===== config.mk =====
export PLATFORM = sky130hd
export DESIGN_NAME = serial_line_editor_unit
export DESIGN_NICKNAME = d
export VERILOG_FILES = /design/src/sv/sle_pkg.sv /design/src/sv/sle_ctrl.sv /design/src/sv/sle_dp.sv /design/src/sv/serial_line_editor_unit.sv
export SDC_FILE = /design/constraint.sdc
export NUM_CORES = 1
export LEC_CHECK = 0
export ABC_CLOCK_PERIOD_IN_PS = 3200
export BUFFER_PORTS_ARGS = -buffer_cell sky130_fd_sc_hd__buf_2
export CELL_PAD_IN_SITES_DETAIL_PLACEMENT = 0
export CELL_PAD_IN_SITES_GLOBAL_PLACEMENT = 1
export CORE_MARGIN = 2
export CORE_UTILIZATION = 40
export DETAILED_ROUTE_END_ITERATION = 12
export PLACE_DENSITY = 0.7
export SLEW_MARGIN = 20
export SYNTH_ARGS = -nofsm -noshare
export SYNTH_HDL_FRONTEND = slang
export SYNTH_SLANG_ARGS = --single-unit

===== constraint.sdc =====
create_clock -name clk_i -period 3.2 [get_ports clk_i]
set_input_delay 0.64 -clock clk_i [delete_from_list [all_inputs] [get_ports clk_i]]
set_output_delay 0.64 -clock clk_i [all_outputs]
set_load 0.05 [all_outputs]

===== src/sv/sle_pkg.sv =====
// Shared types and constants for the serial line editor.
// Used by sle_ctrl, sle_dp and serial_line_editor_unit; depends on nothing.
package sle_pkg;

  // Default number of entries in the line store.
  localparam int unsigned LineBufDepthDef = 64;

  // Byte codes with a special meaning.
  localparam logic [7:0] KEY_DELETE = 8'd127;
  localparam logic [7:0] KEY_BELL   = 8'd7;
  localparam logic [7:0] KEY_LF     = 8'd10;
  localparam logic [7:0] KEY_CR     = 8'd13;

  // Result kinds.
  localparam logic [1:0] KIND_ECHO = 2'd0;
  localparam logic [1:0] KIND_BELL = 2'd1;
  localparam logic [1:0] KIND_LINE = 2'd2;

  // Commands from the controller to the datapath.
  typedef struct packed {
    logic       out_load;     // load the result register
    logic [1:0] out_kind;     // kind of the loaded result
    logic       wr_en;        // store the received byte and count it
    logic       fill_dec;     // drop the last held character
    logic       fill_clr;     // empty the store
    logic       drain_start;  // latch the line length and point at entry zero
    logic       drain_step;   // advance to the next line character
  } sle_cmd_t;

  // Status from the datapath to the controller.
  typedef struct packed {
    logic out_free;    // the result register can take a new result
    logic fill_empty;  // no character is held
    logic fill_full;   // the fill count has reached one below the store depth
    logic byte_del;    // received byte is a delete
    logic byte_term;   // received byte is CR or LF
    logic drain_last;  // current line character is the final one
  } sle_sts_t;

endpackage


===== src/sv/sle_ctrl.sv =====
// Controller state machine of the serial line editor.
// Depends on sle_pkg for the command and status structs.
module sle_ctrl import sle_pkg::*; (
  input  logic     clk_i,
  input  logic     rst_ni,
  input  logic     in_valid_i,
  output logic     in_stall_o,
  input  sle_sts_t sts_i,
  output sle_cmd_t cmd_o
);

  localparam logic StIdle  = 1'b0;
  localparam logic StDrain = 1'b1;

  logic state_q, state_d;
  logic accept;

  // A byte is taken only while idle and the result register has room.
  assign in_stall_o = !((state_q == StIdle) && sts_i.out_free);
  assign accept     = in_valid_i && !in_stall_o;

  // Decide the commands for this cycle and the next state.
  always_comb begin
    cmd_o          = '0;
    cmd_o.out_kind = KIND_ECHO;
    state_d        = state_q;
    case (state_q)
      StIdle: begin
        if (accept) begin
          if (sts_i.byte_del) begin
            if (!sts_i.fill_empty) begin
              cmd_o.fill_dec = 1'b1;
              cmd_o.out_load = 1'b1;
              cmd_o.out_kind = KIND_ECHO;
            end
          end else if (sts_i.fill_full) begin
            cmd_o.out_load = 1'b1;
            cmd_o.out_kind = KIND_BELL;
          end else begin
            cmd_o.wr_en    = 1'b1;
            cmd_o.out_load = 1'b1;
            cmd_o.out_kind = KIND_ECHO;
            if (sts_i.byte_term) begin
              cmd_o.fill_clr = 1'b1;
              if (!sts_i.fill_empty) begin
                cmd_o.drain_start = 1'b1;
                state_d           = StDrain;
              end
            end
          end
        end
      end
      StDrain: begin
        if (sts_i.out_free) begin
          cmd_o.out_load = 1'b1;
          cmd_o.out_kind = KIND_LINE;
          if (sts_i.drain_last) begin
            state_d = StIdle;
          end else begin
            cmd_o.drain_step = 1'b1;
          end
        end
      end
      default: begin
        state_d = StIdle;
      end
    endcase
  end

  // State register.
  always_ff @(posedge clk_i or negedge rst_ni) begin
    if (!rst_ni) begin
      state_q <= StIdle;
    end else begin
      state_q <= state_d;
    end
  end

endmodule


===== src/sv/sle_dp.sv =====
// Datapath of the serial line editor: line store, fill count, drain pointer
// and result register. Depends on sle_pkg.
module sle_dp import sle_pkg::*; #(
  parameter int unsigned LINE_BUF_DEPTH = LineBufDepthDef
) (
  input  logic       clk_i,
  input  logic       rst_ni,
  input  logic [7:0] rx_byte_i,
  input  logic       out_stall_i,
  input  sle_cmd_t   cmd_i,
  output sle_sts_t   sts_o,
  output logic       out_valid_o,
  output logic [1:0] kind_o,
  output logic [7:0] value_o,
  output logic       last_o
);

  localparam int unsigned AddrW = $clog2(LINE_BUF_DEPTH);
  localparam int unsigned FillW = AddrW + 1;
  localparam logic [FillW-1:0] FillMax = FillW'(LINE_BUF_DEPTH - 1);

  logic [7:0]       mem [LINE_BUF_DEPTH];
  logic [FillW-1:0] fill_q, fill_d;
  logic [FillW-1:0] len_q;
  logic [AddrW-1:0] rd_ptr_q, rd_ptr_d;
  logic [7:0]       rd_data_q;
  logic             out_valid_q;
  logic [1:0]       kind_q;
  logic [7:0]       value_q;
  logic             last_q;
  logic [7:0]       value_d;

  // Status toward the controller.
  assign sts_o.out_free   = !out_valid_q || !out_stall_i;
  assign sts_o.fill_empty = (fill_q == '0);
  assign sts_o.fill_full  = (fill_q >= FillMax);
  assign sts_o.byte_del   = (rx_byte_i == KEY_DELETE);
  assign sts_o.byte_term  = (rx_byte_i == KEY_CR) || (rx_byte_i == KEY_LF);
  assign sts_o.drain_last = ({1'b0, rd_ptr_q} + FillW'(1)) == len_q;

  // Fill count: clearing wins over storing, storing over deleting.
  always_comb begin
    fill_d = fill_q;
    if (cmd_i.fill_clr) begin
      fill_d = '0;
    end else if (cmd_i.wr_en) begin
      fill_d = fill_q + FillW'(1);
    end else if (cmd_i.fill_dec) begin
      fill_d = fill_q - FillW'(1);
    end
  end

  // Drain pointer; the store is read at its next value so that the read
  // data is ready one line character per cycle while the output does not stall.
  always_comb begin
    rd_ptr_d = rd_ptr_q;
    if (cmd_i.drain_start) begin
      rd_ptr_d = '0;
    end else if (cmd_i.drain_step) begin
      rd_ptr_d = rd_ptr_q + AddrW'(1);
    end
  end

  // Line store with a registered read port.
  always_ff @(posedge clk_i) begin
    if (cmd_i.wr_en) begin
      mem[fill_q[AddrW-1:0]] <= rx_byte_i;
    end
    rd_data_q <= mem[rd_ptr_d];
  end

  // Control registers.
  always_ff @(posedge clk_i or negedge rst_ni) begin
    if (!rst_ni) begin
      fill_q      <= '0;
      rd_ptr_q    <= '0;
      out_valid_q <= 1'b0;
    end else begin
      fill_q   <= fill_d;
      rd_ptr_q <= rd_ptr_d;
      if (cmd_i.out_load) begin
        out_valid_q <= 1'b1;
      end else if (!out_stall_i) begin
        out_valid_q <= 1'b0;
      end
    end
  end

  // Result value selection.
  always_comb begin
    case (cmd_i.out_kind)
      KIND_ECHO: value_d = rx_byte_i;
      KIND_BELL: value_d = KEY_BELL;
      KIND_LINE: value_d = rd_data_q;
      default:   value_d = rx_byte_i;
    endcase
  end

  // Payload registers.
  always_ff @(posedge clk_i) begin
    if (cmd_i.drain_start) begin
      len_q <= fill_q;
    end
    if (cmd_i.out_load) begin
      kind_q  <= cmd_i.out_kind;
      value_q <= value_d;
      last_q  <= (cmd_i.out_kind == KIND_LINE) && sts_o.drain_last;
    end
  end

  assign out_valid_o = out_valid_q;
  assign kind_o      = kind_q;
  assign value_o     = value_q;
  assign last_o      = last_q;

endmodule


===== src/sv/serial_line_editor_unit.sv =====
// Serial line editor: one received byte in, one echo or bell out (none for a
// delete on an empty line); a terminator sends the line one per cycle while not stalled, the last marked.
// Latency: a result is shown the cycle after its byte is accepted.
// Throughput: one byte per cycle when no line ends and the output does not
// stall; a terminator holds off input while the single store read port drains the line.
// Reset: asynchronous, clears fill count, drain pointer, state, valid flag.
module serial_line_editor_unit import sle_pkg::*; #(
  parameter int unsigned LINE_BUF_DEPTH = LineBufDepthDef
) (
  input  logic       clk_i,
  input  logic       rst_ni,
  input  logic       in_valid_i,
  output logic       in_stall_o,
  input  logic [7:0] rx_byte_i,
  output logic       out_valid_o,
  input  logic       out_stall_i,
  output logic [1:0] kind_o,
  output logic [7:0] value_o,
  output logic       last_o
);

  sle_cmd_t cmd;
  sle_sts_t sts;

  // Sequencing of each request.
  sle_ctrl u_ctrl (
    .clk_i      (clk_i),
    .rst_ni     (rst_ni),
    .in_valid_i (in_valid_i),
    .in_stall_o (in_stall_o),
    .sts_i      (sts),
    .cmd_o      (cmd)
  );

  // Storage and result register.
  sle_dp #(
    .LINE_BUF_DEPTH (LINE_BUF_DEPTH)
  ) u_dp (
    .clk_i       (clk_i),
    .rst_ni      (rst_ni),
    .rx_byte_i   (rx_byte_i),
    .out_stall_i (out_stall_i),
    .cmd_i       (cmd),
    .sts_o       (sts),
    .out_valid_o (out_valid_o),
    .kind_o      (kind_o),
    .value_o     (value_o),
    .last_o      (last_o)
  );

endmodule

### After elaboration in Yosys (flattened, before gate mapping)

Memories as Yosys holds them, arrays and structs flattened. A register that Yosys moved wholly into a read port is not among the register bits.
Cells that the tools add are included.

* bits in registers: 33
* memory bits (writable): 512
* input bits: 12
* output and inout port bits: 13
* logic and storage cells: 65
* memories: 1

* add/sub/neg operators: 4
* order comparisons: 1
* equal/unequal tests: 7
* muxes and demuxes: 33
* bitwise gates (word level): 1
* reduce and logical (&&, ||, !) cells: 10

Memory list
* u_dp.mem: words 64, width 8, read ports 1, clocked after memory_dff 1, write ports 1, RTL line sle_dp.sv:22 `logic [7:0] mem [LINE_BUF_DEPTH];`

Operators by type and width (count)
* 7-bit 2-to-1 mux: 4
* 1-bit 2-to-1 mux: 17
* 8-bit by 4-bit == test with 1-bit output (second input constant): 2
* 8-bit case mux with 2 select lines: 1
* 6-bit 2-to-1 mux: 2
* 3-bit 2-to-1 mux: 3
* 8-bit by 7-bit == test with 1-bit output (second input constant): 1
* 6-bit by 1-bit adder with 7-bit output (second input constant): 1
* 7-bit by 1-bit adder with 7-bit output (second input constant): 1
* 7-bit == test: 1
* 7-bit by 6-bit greater-or-equal comparator with 1-bit output (second input constant): 1
* 7-bit zero test: 1
* 7-bit by 1-bit subtractor with 7-bit output (second input constant): 1
* 6-bit by 1-bit adder with 6-bit output (second input constant): 1
* 2-bit 2-to-1 mux: 3
* 3-bit case mux with 2 select lines: 1
* 4-bit 2-to-1 mux: 1
* 1-bit logical AND: 3
* 1-bit zero test: 3
* 3-bit nonzero test: 1
* 2-bit by 1-bit == test with 1-bit output (second input constant): 1
* 2-bit == test (second input constant): 1
* 1-bit logical OR: 2
* 2-bit by 1-bit inequality test with 1-bit output (second input constant): 1
* other kinds (2): 2

### Longest topological paths before layout

Gate-level depths: netlist of the first run.

* depth after elaboration: 10
* gate-level depth with buffers: 16
* gate-level depth less buffers: 14

### By module

From an unflattened synthesis of the first run, not the netlist that was laid out.

* cells, all modules: 1364
* area total of the unflattened synthesis: 22405.2 µm²

Modules (own cells, without submodules)
* sle_dp: times used 1, cells an instance 1347, area each 22282.6 µm²
* sle_ctrl: times used 1, cells an instance 17, area each 122.6 µm²

### Worst setup path after synthesis of the first run

OpenSTA, ideal clock, no wires.

* path type: reg2reg
* start: register u_dp.rd_ptr_q[0]
* end: register u_dp.rd_data_q[0], read port of u_dp.mem
* arrival time: 3.030 ns
* data required time: 3.085 ns
* setup slack: 0.054 ns
* stages on the path, launching flop included: 14
* path buffers: 2
* clock period less this slack: 3.146 ns
* cell sequence: dfrtp_1 > ha_1 > xor2_1 > xnor2_1 > nand4_1 > a22oi_4 > mux2i_1 > nor3b_2 > buf_4 > buf_2 > nand3_1 > nand4_1 > nand3_1 > and3_1

* longest elaborated chain between the ends: 7
* elaborated cells on any way between the ends: 8
* those cells by class: add/sub (2); eq/ne (1); mux (5)

RTL lines
* start: declaration: RTL line sle_dp.sv:25 `logic [AddrW-1:0] rd_ptr_q, rd_ptr_d;`
* start signal: assignment: RTL line sle_dp.sv:80 `rd_ptr_q <= rd_ptr_d;`
* 6-bit by 1-bit adder with 7-bit output: RTL line sle_dp.sv:39 `assign sts_o.drain_last = ({1'b0, rd_ptr_q} + FillW'(1)) == len_q;`
* 7-bit == test: RTL line sle_dp.sv:39
* 1-bit 2-to-1 mux: RTL line sle_ctrl.sv:57 `if (sts_i.drain_last) begin`
* 1-bit 2-to-1 mux: RTL line sle_ctrl.sv:54 `if (sts_i.out_free) begin`
* 1-bit 2-to-1 mux: RTL line sle_ctrl.sv:27 `case (state_q)`
* 6-bit 2-to-1 mux *: RTL line sle_dp.sv:59 `end else if (cmd_i.drain_step) begin`
* 6-bit 2-to-1 mux *: RTL line sle_dp.sv:57 `if (cmd_i.drain_start) begin`
* end: declaration: RTL line sle_dp.sv:26 `logic [7:0] rd_data_q;`

Mark *: on every way between the ends. The rest lies on a longest branch, timed or not.
A chain may end at the register's enable or synchronous reset.

### Worst setup path after layout of the first run

* start: register u_dp.rd_ptr_q[1]
* end: register u_dp.rd_data_q[6], read port of u_dp.mem

The elaborated chain is that of the path after synthesis.

==> summary.md, run 1 <==
| Metric | Value |
|---|---|
| PwrDens | `812 mW/mm^2` |
| Worst path arrival time | `3.99 ns` |
| Leading cell type in the layout, fill and taps excluded | `edfxtp_1` |
| Critical path class | `flop to flop` |
| Hold Crit Class | `input port to flop` |
| Fillers | `4730` |
| Worst EP required | `3.74 ns` |
| Most used DFF post-synth | `edfxtp_1` |
| Failing checks | `negative setup slack` |
| Vias in the first global route | `14200` |
| Overall Power | `22.3 mW` |
| Flop2flop setup slack | `-0.24 ns` |
| Finished Layout Cells | `2651` |
| Syn Area/Cell | `13.7 um^2` |
| Setup TNS | `-1.56 ns` |
| Vias/cell | `5.45` |
| Most frequent cells in the layout | `530 x edfxtp_1, 354 x nand2_1, 178 x buf_4, 115 x nand3_1, 100 x nor2_1` |
| Yosys top cell by area | `edfxtp_1` |
| Leakage | `9.41 nW` |
| Status | `complete, but fails checks` |
| Asr flop ratio synth | `2.71%` |
| Synth unique cells | `65` |
| Final Wtd Congestion | `0.859` |
| Area taken by multi-input logic gates | `0.00588 mm^2` |
| Post-route setup slack | `-0.245 ns` |
| Skew-Pair Late Insertion Delay | `0.60 ns` |
| RSZ-0062 raised after global routing | `true` |
| # IOs | `25` |
| DRT Wirelength | `62100 um` |
| N_diodes | `0` |
| Highest clock rate | `290 MHz` |
| DRT antenna net count | `0` |
| Clock root cell | `clkbuf_16` |
| Gr ovfl total | `0` |
| Average wire per cell in the routed design | `23.4 um` |
| First-pass GRT wire length | `91700 um` |
| Drt pass-1 iters | `5` |
| Slew @ Worst Pin | `0.946 ns` |
| Fin Clk Skew | `0.0178 ns` |
| Die X | `241 um` |
| Tcrit/Tclk final | `108%` |
| Final setup viols | `8` |
| Number of H-tree levels | `2` |
| Initial DRC count | `1487` |
| Number of port buffers | `24` |
| CP Capture Type | `flop` |
| Clock sink total | `553` |
| Fraction of layout instances using a drive strength above 1 | `21.4%` |
| Std cell rows | `86` |
| Post-synthesis cell area | `0.0225 mm^2` |
| Critical path launch point type | `flop` |
| Seq/Total Area, Yosys | `73.1%` |
| Largest net degree at the start of global routing | `66` |
| Seq cells post-synth | `553` |
| Slowest cell delay on critical path | `0.42 ns` |
| Cell Chain, Critical Path | `ha_4, xor2_1, nor2_1, nand4_1, a22oi_4, mux2i_1, buf_4, buf_6, a21o_1, buf_12, a22oi_2, o2111ai_2, and4_1, a21oi_2, and3_1` |
| Initial antenna violation count | `3` |
| # Max-Cap Violations | `0` |
| Top post-synthesis cells by area | `edfxtp_1 71%, nand2_1 5.9%, nand3_1 2.6%` |
| Core ar. | `0.0554 mm^2` |
| Initial Util | `40.6%` |
| Die Area | `0.0582 mm^2` |
| Post-synth top area share | `70.7%` |
| CTS Buffer Depth | `3` |
| Total Routing Usage GR | `21.7%` |
| Ys Warns | `0` |
| Final core area utilization | `49.5%` |
| CTS tree | `yes` |
| Synth Instances | `1639` |
| Seq. cell area | `0.0165 mm^2` |
| DP Cell Count | `2531` |
| Die Y | `241 um` |
| CTS clk-pin slew, worst paths | `0.06 ns` |
| Detailed Place HPWL | `38600 um` |
| Via count | `14400` |
| VDD IR max | `0.527 mV` |
| Final net count | `1877` |
| Slew HR | `36.7%` |
| DRC viols | `0` |
| Tmin final | `3.44 ns` |
| Clock buffer count from CTS | `56` |
| Area Overhead vs Synth | `21.8%` |
| Post-synth EDFFs | `530` |
| Slew Limit Fails | `0` |
| Crit path max fanout | `27` |
| Slowest CP cell | `dfrtp_1` |
| Hold Vio Cnt, Final | `0` |
==> area by class of cell <==
| type | instances | share of cell area, % |
|---|---|---|
| clock buffers | 77 | 5.48 |
| clock inverters | 26 | 0.904 |
| inverters | 12 | 0.219 |
| multi-input cells | 987 | 21.5 |
| flip-flops and latches | 553 | 60.0 |
| well taps | 748 | 3.41 |
| repair buffers | 247 | 8.50 |
| repair inverters | 1 | 0.0319 |
==> sequential cells by signal, indices dropped and copies added (netlist names) <==
| name | cells |
|---|---|
| u_dp.rd_ptr_q | 6 |
| u_ctrl.state_q | 1 |
| u_dp.rd_data_q | 8 |
| u_dp.kind_o | 2 |
| u_dp.out_valid_o | 1 |
| u_dp.value_o | 8 |
| u_dp.last_o | 1 |
| u_dp.len_q | 7 |
| u_dp.mem | 512 |
| u_dp.fill_q | 7 |
==> stage by stage <==
stage	cell area, um^2	setup slack (ns)	hold WS [ns]
2_1_floorplan	22500	0.0541	0.344
3_3_place_gp	25000	-0.487	0.545
3_5_place_dp	25000	-0.516	0.552
4_1_cts	27300	-0.192	0.379
5_1_grt	27400	-0.387	0.423
6_report	27400	-0.245	0.403
==> worst paths after layout <==
check | startpoint | depth (start not counted) | endpoint
setup / recovery | u_dp.rd_ptr_q[1]$_DFF_PN0_ | 15 | u_dp.rd_data_q[6]$_DFF_P_
hold / removal | in_valid_i | 3 | u_dp.out_valid_o$_DFFE_PN0P_
setup reg to reg | u_dp.rd_ptr_q[1]$_DFF_PN0_ | 15 | u_dp.rd_data_q[6]$_DFF_P_
hold reg to reg | u_dp.fill_q[6]$_DFFE_PN0P_ | 0 | u_dp.len_q[6]$_DFFE_PP_
max in group asynchronous | rst_ni | 2 | u_dp.rd_ptr_q[3]$_DFF_PN0_
min in group asynchronous | rst_ni | 2 | u_dp.out_valid_o$_DFFE_PN0P_
==> power breakdown <==
group	switching, mW	internal (mW)	total (mW)	leakage [nW]
Clock	2.68	3.67	6.35	0.852
Sequential	0.119	8.12	8.23	5.04
Combinational	4.49	3.19	7.68	3.52
Total	7.29	15.0	22.3	9.41
==> cells in the mapped netlist, types with 5 or more instances <==
cell type    n
inv_1       10
buf_6        8
and3_1       8
o2111ai_1    8
nor3_1       5
and4_1       8
ha_1         6
o211ai_1    16
dfrtp_1     15
a21o_1       6
nor2b_1     37
buf_4       16
a21oi_1     22
nand4_1     28
a31oi_1     49
a22oi_1     25
mux2i_1     41
dfxtp_1      8
clkbuf_1    23
edfxtp_1   530
xor2_1       8
xnor2_1      8
nand3_1    119
a32oi_1     25
mux2_2       8
nand2_1    354
nor2_1     100
a211oi_1    36
buf_2       42
o21ai_0     13
mux2_1       8
==> worst max-delay path, delay by kind of cell (launching register included) <==
kind	cells	cell delay, ns
xor gates and xnor gates	1	0.15
buffers and inverters	3	0.45
AOI/OAI and AO/OA	5	1.21
adders and majority gates	1	0.26
muxes	1	0.12
and+or+nand+nor	4	0.73
DFF	1	0.42
==> routing by layer <==
metal  up-vias  wire length [um]  global-route usage [%]  part of all wire [%]
met5         -                26                       0                 0.042
met4         4              1740                    6.94                   2.8
met3       111              5270                    5.00                   8.5
met2       558             29000                    34.4                    47
met1      7208             26100                    29.6                    42
li1       6561                 -                       -                     -
==> repair_timing <==
action,in CTS,in global routing
endpoints found under the hold margin,15,0
hold buffers,1,0
setup buffers,12,1
pin swaps,47,20
setup endpoints to repair,8,8
cloned,6,0
resized for setup,62,26
==> logic make-up (layout without fill, tap and decap cells) <==
group                    after synthesis  in the layout  synth area share, %
multiplexers                          57             57                 2.62
other                                  1              8               0.0167
XOR/XNOR                              17             17                0.695
buffers and inverters                106            363                 2.62
flip-flops                           553            553                 73.1
AND/OR/NAND/NOR                      688            688                 13.9
adder cells (fa/ha/maj)                7              7                0.422
AO/OA/AOI/OAI                        210            210                 6.68
(Power assumes the default switching activity.)
==> run 2: changes to the inputs <==
Settings changed: CORE_ASPECT_RATIO from default to 0.5, CTS_BUF_LIST from default to sky130_fd_sc_hd__clkbuf_4.
==> summary.md, run 2 (synthesis results as in run 1) <==
| Metric | Value |
|---|---|
| Initial DRC count | `1521 (+2.3%)` |
| Flop2flop setup slack | `-0.16 ns (+0.09 ns)` |
| Final core area utilization | `49.4% (-0.077 points)` |
| Min Hold Slack | `0.169 ns (-0.234 ns)` |
| Largest net degree at the start of global routing | `70 (+6.1%)` |
| FF-to-FF End | `u_dp.rd_data_q[5]$_DFF_P_` |
| # IOs | `25 (unchanged)` |
| CTS tree | `yes` |
| Slew Limit Fails | `0 (unchanged)` |
| Final Wtd Congestion | `0.853 (-0.76%)` |
| RSZ-0062 raised after global routing | `true` |
| Status | `complete, but fails checks` |
| Clock network fraction of total power | `26.0% (-2.5 points)` |
| Area Overhead vs Synth | `21.9%` |
| Core ar. | `0.0556 mm^2 (+0.27%)` |
| NetSw | `7.54 mW (+3.3%)` |
| Average wire per cell in the routed design | `22.9 um (-2.4%)` |
| Leakage | `9.51 nW (+1.2%)` |
| Clock sink total | `553 (unchanged)` |
| Setup TNS | `-0.864 ns (+0.698 ns)` |
| Via count | `14800 (+2.4%)` |
| Worst path arrival time | `4.14 ns (+0.15 ns)` |
| Vias/cell | `5.35 (-1.9%)` |
| Number of H-tree levels | `4 (+2)` |
| Crit path max fanout | `7 (-74%)` |
| Post-route setup slack | `-0.157 ns (+0.0884 ns)` |
| Critical path launch point | `u_ctrl.state_q$_DFF_PN0_` |
| Critical path class | `flop to flop` |
| Final setup viols | `8 (unchanged)` |
| Flop pwr share | `38.0% (+1.0 points)` |
| R2r worst-path depth | `14 (-1)` |
| Drt pass-1 iters | `6 (+1)` |
| Initial antenna violation count | `1 (-2)` |
| Fraction of layout instances using a drive strength above 1 | `27.8% (+6.5 points)` |
| Critical Path End | `u_dp.rd_data_q[5]$_DFF_P_` |
| Int Pwr | `14.2 mW (-5.5%)` |
| Vias in the first global route | `14400 (+1.7%)` |
| DRC viols | `0 (unchanged)` |
| Number of port buffers | `24 (unchanged)` |
| Slew HR | `40.2% (+3.5 points)` |
| Final net count | `1952 (+4.0%)` |
| Switch share | `34.7% (+2.0 points)` |
| DRT antenna net count | `0 (unchanged)` |
| Skew-Pair Late Insertion Delay | `0.85 ns (+0.25 ns)` |
| Std cell rows | `61 (-29%)` |
| Overall Power | `21.7 mW (-2.6%)` |
| Tcrit/Tclk final | `105% (-2.8 points)` |
| Combinational power share | `35.9% (+1.4 points)` |
| Critical path launch point type | `flop` |
| Hold path depth | `3 (unchanged)` |
| First-pass GRT wire length | `91900 um (+0.16%)` |
| Tmin final | `3.36 ns (-0.0884 ns)` |
| Fin Clk Skew | `0.0533 ns (+0.0355 ns)` |
| Leading cell type in the layout, fill and taps excluded | `edfxtp_1` |
| Die X | `340 um (+41%)` |
| CTS Buffer Depth | `3 (unchanged)` |
| Highest clock rate | `298 MHz (+2.6%)` |
| Clock root cell | `clkbuf_4` |
| # Max-Cap Violations | `0 (unchanged)` |
| Initial Util | `40.5% (-0.11 points)` |
| Clock buffer count from CTS | `133 (+140%)` |
| Total Routing Usage GR | `21.6% (-0.052 points)` |
| Hold Crit Class | `input port to flop` |
| Failing checks | `negative setup slack` |
| Detailed Place HPWL | `38100 um (-1.4%)` |
| R2R Path Start | `u_ctrl.state_q$_DFF_PN0_` |
| PwrDens | `790 mW/mm^2 (-2.7%)` |
| Gr ovfl total | `0 (unchanged)` |
| Die Area | `0.0583 mm^2 (+0.20%)` |
| DRT Wirelength | `63300 um (+2.0%)` |
| Die Y | `172 um (-29%)` |
| Slew @ Worst Pin | `0.894 ns (-0.0520 ns)` |
| Hold Vio Cnt, Final | `0 (unchanged)` |
| Pre-CTS WS | `-1.00 ns (-0.487 ns)` |
| Worst EP required | `3.98 ns (+0.24 ns)` |
| Most frequent cells in the layout | `530 x edfxtp_1, 353 x nand2_1, 183 x clkbuf_4, 168 x buf_4, 113 x nand3_1` |
| VDD IR max | `0.574 mV (+8.9%)` |
| CP Capture Type | `flop` |
| CTS clk-pin slew, worst paths | `0.07 ns (about the same)` |
| Number of flip-flops in the largest register | `512 (unchanged)` |
## run 2: power groups by stage
stage	registers [mW]	logic, mW	clock network (mW)
4_1_cts	8.24	7.60	5.73
5_1_grt	8.26	8.31	6.10
6_report	8.25	7.79	5.65
3_3_place_gp	8.39	6.50	0
3_5_place_dp	8.39	6.52	0
2_1_floorplan	8.44	3.76	0
## run 2: repair_timing
action / 4_1_cts / 5_1_grt
endpoints found under the setup margin: 8 / 8
gates cloned: 7 / 1
hold buffers: 1 / 0
pin swaps: 43 / 20
resized for setup: 82 / 45
setup buffers: 23 / 5
endpoints found under the hold margin: 15 / 0
## run 2: per-layer routing
metal	wire length, um	global-route usage, %	vias up
li1	-	-	6779
met1	27700	29.1	7387
met2	29600	34.8	556
met3	5090	5.80	71
met4	830	5.66	2
met5	115	1.50	-
## run 2: worst min-delay path by stage
stage / start / to
5_1_grt: in_valid_i / u_dp.out_valid_o$_DFFE_PN0P_
2_1_floorplan: rst_ni / u_ctrl.state_q$_DFF_PN0_
3_3_place_gp: u_dp.fill_q[6]$_DFFE_PN0P_ / u_dp.fill_q[6]$_DFFE_PN0P_
6_report: in_valid_i / u_dp.out_valid_o$_DFFE_PN0P_
4_1_cts: in_valid_i / u_dp.out_valid_o$_DFFE_PN0P_
3_5_place_dp: u_dp.fill_q[6]$_DFFE_PN0P_ / u_dp.len_q[6]$_DFFE_PP_
## run 2: critical path, stage by stage (launching register included)
cell and delay [ns]:
dfrtp_2 0.48, or4_4 0.45, a211oi_4 0.38, buf_6 0.16, nand4_4 0.15, inv_4 0.10, buf_4 0.19, a21oi_4 0.06
buf_4 0.15, buf_4 0.15, nor2_2 0.25, o211ai_1 0.17, and4_4 0.25, a31oi_4 0.19, and3_1 0.17
## run 2: per-stage QoR
stage               std cells  instance area [um^2]
floorplan                1646                 22500
global placement         2518                 24800
detailed placement       2518                 24800
CTS                      2762                 27200
global route             2768                 27400
finish                   2768                 27400
## run 2: layout make-up
type                            instances  area (um^2)
Fill cell                            4864        28100
Sequential cell                       553        16500
Multi-Input combinational cell        988         6000
Timing Repair Buffer                  245         2390
Clock buffer                          183         1370
Tap cell                              756          946
Clock inverter                         30          219
Inverter                               12         60.1
Antenna cell                            1         2.50
==> run 3: changes to the inputs <==
Settings changed: SETUP_SLACK_MARGIN from default to 0.1.
==> summary.md, run 3 (synthesis results as in run 1) <==
| Metric | Value |
|---|---|
| Status | `complete, but fails checks` |
| Failing checks | `negative setup slack` |
| DRC viols | `0 (unchanged)` |
| Worst path arrival time | `4.21 ns (+0.07 ns)` |
| Flop2flop setup slack | `-0.30 ns (-0.14 ns)` |
| Most frequent cells in the layout | `530 x edfxtp_1, 354 x nand2_1, 204 x clkbuf_4, 188 x buf_4, 118 x nand3_1` |
| CTS tree | `yes` |
| Die X | `340 um (unchanged)` |
| R2R Path Start | `u_dp.rd_ptr_q[0]$_DFF_PN0_` |
| Leakage | `9.56 nW (+0.43%)` |
| Via count | `14900 (+0.53%)` |
| Tcrit/Tclk final | `109% (+4.5 points)` |
| Slew Limit Fails | `0 (unchanged)` |
| Initial Util | `40.5% (unchanged)` |
| Number of H-tree levels | `4 (unchanged)` |
| Core ar. | `0.0556 mm^2 (unchanged)` |
| Number of port buffers | `24 (unchanged)` |
| Slew @ Worst Pin | `0.895 ns (+0.000795 ns)` |
| Vias/cell | `5.32 (-0.54%)` |
| Hold Crit Class | `input port to asynchronous set/reset pin` |
| CTS clk-pin slew, worst paths | `0.07 ns (about the same)` |
| Final setup viols | `8 (unchanged)` |
| Pre-CTS WS | `-0.786 ns (+0.217 ns)` |
| Gr ovfl total | `0 (unchanged)` |
| CTS Buffer Depth | `3 (unchanged)` |
| Vias in the first global route | `14600 (+1.5%)` |
| FF-to-FF End | `u_dp.rd_data_q[3]$_DFF_P_` |
| R2r worst-path depth | `15 (+1)` |
| Average wire per cell in the routed design | `22.7 um (-0.83%)` |
| Clock sink total | `553 (unchanged)` |
| Number of flip-flops in the largest register | `512 (unchanged)` |
| Fraction of layout instances using a drive strength above 1 | `28.2% (+0.32 points)` |
| Detailed Place HPWL | `39500 um (+3.7%)` |
| Die Area | `0.0583 mm^2 (unchanged)` |
| Area Overhead vs Synth | `22.0% (about the same)` |
| Post-route setup slack | `-0.299 ns (-0.142 ns)` |
| Skew-Pair Late Insertion Delay | `0.87 ns (+0.02 ns)` |
| Final core area utilization | `49.4% (about the same)` |
| Area taken by multi-input logic gates | `0.00591 mm^2 (-1.6%)` |
| Final net count | `1962 (+0.51%)` |
| # Max-Cap Violations | `0 (unchanged)` |
| DRT Wirelength | `63500 um (+0.24%)` |
| Clock buffer count from CTS | `134 (+0.75%)` |
| Initial DRC count | `1503 (-1.2%)` |
| RSZ-0062 raised after global routing | `true` |
| DRT antenna net count | `0 (unchanged)` |
| Hold Vio Cnt, Final | `0 (unchanged)` |
| Fin Clk Skew | `0.0647 ns (+0.0115 ns)` |
| Drt pass-1 iters | `6 (unchanged)` |
| VDD IR max | `0.406 mV (-29%)` |
| Highest clock rate | `286 MHz (-4.1%)` |
| Largest net degree at the start of global routing | `69 (-1.4%)` |
| Tmin final | `3.50 ns (+0.142 ns)` |
| Critical path class | `flop to flop` |
| CP Capture Type | `flop` |
| Crit path max fanout | `9 (+2)` |
| Seq. cell area | `0.0165 mm^2 (unchanged)` |
| Clock root cell | `clkbuf_4` |
| Final Wtd Congestion | `0.847 (-0.65%)` |
| First-pass GRT wire length | `93400 um (+1.7%)` |
| Die Y | `172 um (unchanged)` |
| Slew HR | `40.3% (+0.17 points)` |
| Fillers | `4929 (+1.3%)` |
| Worst EP required | `3.91 ns (-0.07 ns)` |
| Initial antenna violation count | `4 (+3)` |
| Leading cell type in the layout, fill and taps excluded | `edfxtp_1` |
| # IOs | `25 (unchanged)` |
| PwrDens | `792 mW/mm^2 (+0.28%)` |
| Critical path launch point type | `flop` |
| Std cell rows | `61 (unchanged)` |
| Total Routing Usage GR | `21.8% (+0.21 points)` |
-- run 3: changes by cell type in the layout (fill, tap and decap cells not counted), sizes merged --
cell,delta
buf,+9
clkbuf,+22
clkinv,+2
diode,+3
bufinv,-1
bufbuf,-1
clkinvlp,-3
nor2,-1
-- run 3: power breakdown --
part           internal, mW  switching (mW)  leakage [nW]  total [mW]
clock                  3.07            2.82          1.02        5.89
combinational          3.14            4.52          3.50        7.66
sequential             8.11          0.0991          5.03        8.21
-- run 3: worst max-delay path by stage --
stage	end	start	cells after the start	slack, ns
floorplan	u_dp.rd_data_q[4]$_DFF_P_	u_dp.rd_ptr_q[0]$_DFF_PN0_	14	0.10
global placement	u_dp.rd_data_q[4]$_DFF_P_	rx_byte_i[4]	16	-0.84
detailed placement	u_dp.rd_data_q[4]$_DFF_P_	rx_byte_i[4]	16	-0.79
CTS	u_dp.rd_data_q[1]$_DFF_P_	u_dp.rd_ptr_q[1]$_DFF_PN0_	17	-0.26
global route	u_dp.rd_data_q[1]$_DFF_P_	u_dp.rd_ptr_q[1]$_DFF_PN0_	17	-0.40
finish	u_dp.rd_data_q[3]$_DFF_P_	u_dp.rd_ptr_q[0]$_DFF_PN0_	15	-0.30
-- run 3: final cells by class --
class	instances	area share (%)
flip-flops and latches	553	59.9
multi-input cells	987	21.5
repair buffers	254	8.59
clock buffers	204	5.58
well taps	756	3.45
clock inverters	27	0.665
repair inverters	1	0.0319
diodes	4	0.0365
inverters	12	0.219
-- run 3: through the flow --
stage	hold WS, ns	setup TNS [ns]	power, mW	instance area (um^2)	cells
global route	0.204	-2.98	22.8	27500	2797
floorplan	0.344	0	12.2	22500	1646
global placement	0.546	-75.50	15.1	25000	2539
finish	0.237	-2.12	21.8	27500	2798
detailed placement	0.534	-56.10	15.1	25000	2539
CTS	0.175	-1.98	21.6	27300	2793
-- run 3: layer usage --
metal | track usage (%) | up-vias | part of all wire, % | wire length [um]
li1 | - | 6833 | - | -
met1 | 30.7 | 7339 | 44 | 28100
met2 | 34.0 | 600 | 45 | 28800
met3 | 4.59 | 102 | 8.0 | 5090
met4 | 7.33 | 0 | 2.4 | 1490
met5 | 0 | - | 0 | 0
-- run 3: worst max-delay path: stages, from the launching register on --
cell,delay [ns]
dfrtp_1,0.43
ha_4,0.26
xor2_1,0.14
nor2_1,0.13
nand4_1,0.19
a22oi_4,0.28
buf_12,0.15
xnor2_4,0.14
nand2_4,0.16
inv_12,0.13
buf_16,0.16
mux2_1,0.35
o211ai_1,0.27
and4_4,0.32
a31oi_4,0.06
and3_1,0.20
-- run 3: what timing repair did --
item                                    4_1_cts  5_1_grt
hold buffers                                  1        0
pin swaps                                    40       20
gates resized for setup                      62       39
cloned                                        4        1
endpoints found under the hold margin        15        0
buffers inserted                             18        0
endpoints found under the setup margin       15      307
